**src/rtl/jet_pkg.sv**
```systemverilog
package jet_pkg;

    // Fixed-point format and field widths
    localparam int FRAC_BITS  = 28;
    localparam int COORD_W    = 32;
    localparam int CONST_W    = 31;
    localparam int LIMIT_W    = 10;
    localparam int IDX_W      = 10;
    localparam int CFG_IDX_W  = 3;
    localparam int CFG_DATA_W = 32;

    // Image size; both are powers of two, so the mapping divide is a shift
    localparam int IMAGE_WIDTH  = 1024;
    localparam int IMAGE_HEIGHT = 1024;
    localparam int WIDTH_SHIFT  = $clog2(IMAGE_WIDTH);
    localparam int HEIGHT_SHIFT = $clog2(IMAGE_HEIGHT);

    // Datapath widths
    localparam int SPAN_W = COORD_W + 1;              // window span, exact
    localparam int PROD_W = SPAN_W + IDX_W + 1;       // span * pixel index
    localparam int SAT_W  = PROD_W + 1;               // wide sums before saturation
    localparam int MUL_W  = 2 * COORD_W;              // full product
    localparam int MAG_W  = MUL_W - FRAC_BITS;        // squared term after scaling
    localparam int XY_W   = MUL_W - FRAC_BITS + 1;    // doubled cross term

    // Escape threshold |z|^2 > 4.0
    localparam logic [MAG_W:0] ESCAPE_BOUND = (MAG_W + 1)'(4) << FRAC_BITS;

    // Register indexes
    localparam logic [CFG_IDX_W-1:0] REG_X_MIN = 3'd0;
    localparam logic [CFG_IDX_W-1:0] REG_X_MAX = 3'd1;
    localparam logic [CFG_IDX_W-1:0] REG_Y_MIN = 3'd2;
    localparam logic [CFG_IDX_W-1:0] REG_Y_MAX = 3'd3;
    localparam logic [CFG_IDX_W-1:0] REG_C_RE  = 3'd4;
    localparam logic [CFG_IDX_W-1:0] REG_C_IM  = 3'd5;
    localparam logic [CFG_IDX_W-1:0] REG_LIMIT = 3'd6;

    // Register reset values
    localparam logic signed [COORD_W-1:0] X_MIN_RESET = -32'sd536870912;
    localparam logic signed [COORD_W-1:0] X_MAX_RESET = 32'sd536870912;
    localparam logic signed [COORD_W-1:0] Y_MIN_RESET = -32'sd402653184;
    localparam logic signed [COORD_W-1:0] Y_MAX_RESET = 32'sd402653184;
    localparam logic signed [CONST_W-1:0] C_RE_RESET  = '0;
    localparam logic signed [CONST_W-1:0] C_IM_RESET  = '0;
    localparam logic [LIMIT_W-1:0]        LIMIT_RESET = 10'd256;

    // One beat travelling down the mapping chain
    typedef struct packed {
        logic signed [PROD_W-1:0] acc_x;
        logic signed [PROD_W-1:0] acc_y;
        logic signed [PROD_W-1:0] span_x;
        logic signed [PROD_W-1:0] span_y;
        logic [IDX_W-1:0]         col;
        logic [IDX_W-1:0]         row;
    } map_beat_t;

    // Settings seen by the iteration engine
    typedef struct packed {
        logic signed [COORD_W-1:0] x_min;
        logic signed [COORD_W-1:0] y_min;
        logic signed [CONST_W-1:0] c_re;
        logic signed [CONST_W-1:0] c_im;
        logic [LIMIT_W-1:0]        limit;
    } iter_cfg_t;

    // Finished pixel offered by the iteration engine
    typedef struct packed {
        logic               valid;
        logic [LIMIT_W-1:0] count;
    } iter_res_t;

    // Clamp a wide signed value to the 32-bit coordinate range
    function automatic logic signed [COORD_W-1:0] sat_coord(
        input logic signed [SAT_W-1:0] v
    );
        logic fits;
        logic signed [COORD_W-1:0] r;
        fits = (&v[SAT_W-1:COORD_W-1]) | ~(|v[SAT_W-1:COORD_W-1]);
        if (fits)
        begin
            r = v[COORD_W-1:0];
        end
        else if (v[SAT_W-1])
        begin
            r = {1'b1, {(COORD_W-1){1'b0}}};
        end
        else
        begin
            r = {1'b0, {(COORD_W-1){1'b1}}};
        end
        return r;
    endfunction

endpackage

```
**src/rtl/jet_map_cell.sv**
```systemverilog
// One cell of the coordinate mapping chain: consumes the low bit of each
// pixel index, adds the matching span multiple, and hands the beat on.
module jet_map_cell (
    input  logic               clk,
    input  logic               rst_n,
    input  logic               in_valid,
    input  jet_pkg::map_beat_t in_beat,
    output logic               out_valid,
    output jet_pkg::map_beat_t out_beat
);

    logic               valid_reg;
    jet_pkg::map_beat_t beat_reg;
    jet_pkg::map_beat_t beat_next;

    // Add span when the index bit is set, then shift span up and index down
    always_comb
    begin
        beat_next        = in_beat;
        beat_next.acc_x  = in_beat.acc_x + (in_beat.col[0] ? in_beat.span_x : '0);
        beat_next.acc_y  = in_beat.acc_y + (in_beat.row[0] ? in_beat.span_y : '0);
        beat_next.span_x = in_beat.span_x <<< 1;
        beat_next.span_y = in_beat.span_y <<< 1;
        beat_next.col    = in_beat.col >> 1;
        beat_next.row    = in_beat.row >> 1;
    end

    // Hold the valid flag under reset
    always_ff @(posedge clk or negedge rst_n)
    begin
        if (!rst_n)
        begin
            valid_reg <= 1'b0;
        end
        else
        begin
            valid_reg <= in_valid;
        end
    end

    // Advance the payload every cycle
    always_ff @(posedge clk)
    begin
        beat_reg <= beat_next;
    end

    assign out_valid = valid_reg;
    assign out_beat  = beat_reg;

endmodule

```
**config.mk**
```make
export PLATFORM = sky130hd
export DESIGN_NAME = jet_map_cell
export DESIGN_NICKNAME = d
export VERILOG_FILES = /design/src/rtl/jet_pkg.sv /design/src/rtl/jet_map_cell.sv
export SDC_FILE = /design/constraint.sdc
export NUM_CORES = 1
export LEC_CHECK = 0
export BUFFER_PORTS_ARGS = -buffer_cell sky130_fd_sc_hd__buf_4
export CAP_MARGIN = 0
export CORE_AREA = 3 3 153 155
export CTS_BUF_LIST = sky130_fd_sc_hd__clkbuf_4 sky130_fd_sc_hd__clkbuf_8
export CTS_CLUSTER_DIAMETER = 150
export DETAILED_ROUTE_END_ITERATION = 12
export DIE_AREA = 0 0 156 158
export GPL_TIMING_DRIVEN = 0
export PLACE_DENSITY_LB_ADDON = 0.1
export RECOVER_POWER = 50
export SKIP_LAST_GASP = 1
export SYNTH_ARGS = -nofsm -noshare
export SYNTH_HDL_FRONTEND = slang
export SYNTH_SLANG_ARGS = --single-unit
```
**constraint.sdc**
```tcl
create_clock -name clk -period 0.8 [get_ports clk]
set_input_delay 0.04 -clock clk [delete_from_list [all_inputs] [get_ports clk]]
set_output_delay 0.04 -clock clk [all_outputs]
set_load 0.01 [all_outputs]
```
After elaboration in Yosys (flattened, before gate mapping)
Index checks and enable logic that the tools add are counted.
{"block": "word_totals", "out_inout_bits": 197, "register_bits": 193, "input_bits": 199, "wordCells": 11}
{"block": "op_classes", "n_mux": 2, "addsub": 2}
{"operator": "44-bit adder", "n": 2}
{"operator": "44-bit 2-to-1 mux", "n": 2}

Logic depth before layout (Yosys ltp)
{"block": "logic_depth", "depth_word": 2, "depth_mapped": 12, "ltp_nobuf": 11}

Worst setup path after synthesis
Ideal clock, no wire load.
{"block": "synth_path", "path_kind": "in2reg", "start": "input in_beat[0] (netlist name)", "end": "register beat_reg, in the netlist out_beat[151]", "t_arrival_ps": 2468, "required_ps": 697, "cell_stages": 12, "n_path_buf": 2, "setup_ps": 103, "setup_slack_ps": -1772, "path_cell_list": "clkbuf_1 > and2_1 > ha_1 > buf_2 > and4_1 > o2111a_1 > o2bb2ai_2 > a211oi_4 > a2111oi_2 > o221ai_4 > mux2i_1 > a2111oi_2"}
{"element": "start: declaration", "line_no": "jet_map_cell.sv:7", "rtl": "input jet_pkg::map_beat_t in_beat,"}
{"element": "end signal: assignment", "line_no": "jet_map_cell.sv:44", "rtl": "beat_reg <= beat_next;"}
{"element": "end: declaration", "line_no": "jet_map_cell.sv:13", "rtl": "jet_pkg::map_beat_t beat_reg;"}

==> reports/results.ini <==
[cts]
htree_num_levels = 4
cts_max_path_buffers = 2
cts_root_buffer = clkbuf_8
path_clk_slew_ps = 120
tritoncts = done
numCtsBuffers = 17
cts.sinks = 193

[logic_synthesis]
synth_area_leader_cell = dfxtp_1
synth_warnings = 0
synthMostInstantiatedCell = dfxtp_1
netlist.area_leader.share_pct = 41.1
synth_commonest_cells = 192 x dfxtp_1, 93 x and2_1, 87 x a21oi_1, 86 x ha_1, 60 x nand2_1
synth_seq_cells = 193
postSynthAreaPerCell_um2 = 9.66
syn_area_mm2 = 0.00935
synthCells = 968
async_reset_ff_share_pct = 0.518
ys_seq_area_share_pct = 41.4
netlist_top_cells_area = dfxtp_1 41%, ha_1 12%, and2_1 6.2%
synth_edf_count = 0
synth_cell_types = 68
synthFlopType = dfxtp_1

[pwr]
clockPowerShare_pct = 23.3
share_seq_of_total_power_pct = 38.1
switchingPower_mw = 10.2
swShare_pct = 33.3
p_per_area_mw_per_mm2 = 1680
power_leakage_nw = 8.14
p_comb_share_pct = 38.6
ir_drop_mv = 1.10
p_int_mw = 20.4
total_power_mw = 30.6

[floorplan]
dieArea_mm2 = 0.0246
die_x_um = 156
placementRows = 54
ios = 396
core_mm2 = 0.0220
initial_core_util_pct = 42.6
die_h_um = 158

[timing]
postLayoutSetupSlackWorst_ps = -1340
hold_viol = 41
rsz0062_at_grt = yes
slew_headroom_pct = 58.4
finalCritPeriodShare_pct = 268
hold_slack_ps = -107
max_freq_mhz = 467
drv_slew = 0
worstMarginPinSlew_ps = 617
setup_viol = 273
min_period_ps = 2140

[worst_setup_path]
critPathKind = primary input to flop
worstPathRequired_ps = 1210
cpMaxStageDelayCell = o311ai_4
critPathMaxStageDelay_ps = 440
crit_fanout = 6
crit_arrival_ps = 2550
end_kind = flop
path_common_cell = a31oi_4
path_cells = buf_12 -> clkbuf_16 -> and2_4 -> ha_4 -> o21a_1 -> nor2_2 -> o311ai_4 -> o2111ai_4 -> a31oi_4 -> a31oi_4 -> o31ai_4 -> xor2_1
start_kind = primary input

[placed_design]
routabilityCongestion = 0.893
dp_slack_ps = -2090
placed_area_mm2 = 0.0134
port_buffers = 391
dp_hpwl_um = 23600

[drt]
drt-total-wl_um = 41800
drt-vias-per-instance = 5.55
remaining_drc_errors = 0
vias = 10500
drtIter0Drc = 687
drt-wirelength-per-cell_um = 22.1
drtPass1Iterations = 5
antenna_left = 0

[global_route]
grt_overflow = 0
grt_pass1_wl_um = 55800
grt_usage_pct = 28.8
grt_max_degree = 20
first_global_vias = 10500
antenna_found_initial = 2

[finish]
syn2layout_area_growth_pct = 95.1
nFillCells = 1134
design_area_mm2 = 0.0182
n_antenna_cell = 0
drive_gt1_share_pct = 61.5
finalNetCount = 1885

[worst_hold_path]
hp-class = primary input to flop

[run_status]
violations = hold timing, setup timing
outcome = complete, but fails checks

[run]
drv_cap = 0

==> placed cells by master (no fill, tap or decap), types with 6 or more instances in the layout <==
master	instances
dfxtp_2	185
buf_6	243
clkbuf_1	14
nand3_1	11
nor2_2	9
o211ai_1	13
a21o_1	55
and2_1	60
dfxtp_1	6
nand4_1	10
xor2_1	31
dlygate4sd3_1	112
clkbuf_8	24
ha_1	31
nand2_1	53
buf_4	206
clkbuf_4	49
o21ai_0	10
a21oi_1	42
ha_2	8
o21ai_2	13
o21ai_1	6
and2_4	33
o21ai_4	6
ha_4	47
nor2_1	31
a21oi_2	31
o21a_1	9
xnor2_2	6
inv_1	15
xnor2_1	43
a21oi_4	14
nor3_1	7
o21bai_1	10
and3_1	7
a31oi_1	10
==> metrics by stage <==
step	util, %	instances	hold WS [ps]	TNS [ps]
detailed placement	61.2	1642	-185	-120350
finish	83.1	1891	-107	-109510
global placement	61.2	1642	-185	-118770
floorplan	-	971	-256	-81000
CTS	79.8	1865	-360	-104160
global route	83.1	1891	-123	-120210
==> worst max-delay path, delay by kind of cell <==
| family | cells | cell delay (ps) |
|---|---|---|
| AOI/OAI and AO/OA | 6 | 1540 |
| and+or+nand+nor | 2 | 220 |
| buffers and inverters | 2 | 280 |
| xor gates and xnor gates | 1 | 170 |
| adders and majority gates | 1 | 290 |
==> kinds of logic after synthesis <==
logic type               share of synthesized area [%]
AND/OR/NAND/NOR                                   14.6
adder cells (fa/ha/maj)                           11.9
XOR/XNOR                                          7.77
buffers and inverters                             2.21
multiplexers                                     0.214
AO/OA/AOI/OAI                                     21.9
other                                           0.0401
flip-flops                                        41.4
==> registers in the layout (all words and copies together), names as in the netlist <==
register and count:
out_beat 192, out_valid 1
==> power groups by stage <==
stage	clock network, mW	registers, mW	logic (mW)
after floorplan	0	11.9	3.87
after global placement	0	11.3	8.07
after detailed placement	0	11.3	8.15
after CTS	7.11	11.5	10.7
after global routing	7.57	11.8	12.5
final	7.14	11.7	11.8
==> repair_timing <==
action | CTS | global route
pin swaps | 128 | 110
setup buffers | 83 | 35
gates resized for setup | 496 | 174
cloned | 6 | 1
endpoints found under the setup margin | 273 | 273
hold buffers | 110 | 2
hold endpoints to repair | 163 | 50
==> metal layers <==
layer	track usage (%)	wire length, µm	vias up
met5	0	27	-
met4	13.5	2750	4
met3	8.17	3470	173
met2	53.5	21500	615
met1	29.9	14100	4983
li1	-	-	4724
==> final timing paths <==
check | start | slack [ps] | cells after the start | to
min in group asynchronous | rst_n | 390 | 3 | out_valid
max | in_beat[10] | -1340 | 12 | out_beat[193]
min | in_beat[109] | -110 | 2 | out_beat[109]
max in group asynchronous | rst_n | 310 | 3 | out_valid
==> area by class of cell <==
cell class                      count  area, µm²  area share (%)
Buffer                             24        279            1.53
Multi-Input combinational cell    729       7150            39.2
Clock inverter                     15        196            1.08
Clock buffer                       17        234            1.28
Inverter                           15       56.3           0.309
Timing Repair Buffer              618       5880            32.2
Tap cell                          280        350            1.92
Sequential cell                   193       4100            22.5
Power figures use the tool's default switching activity.
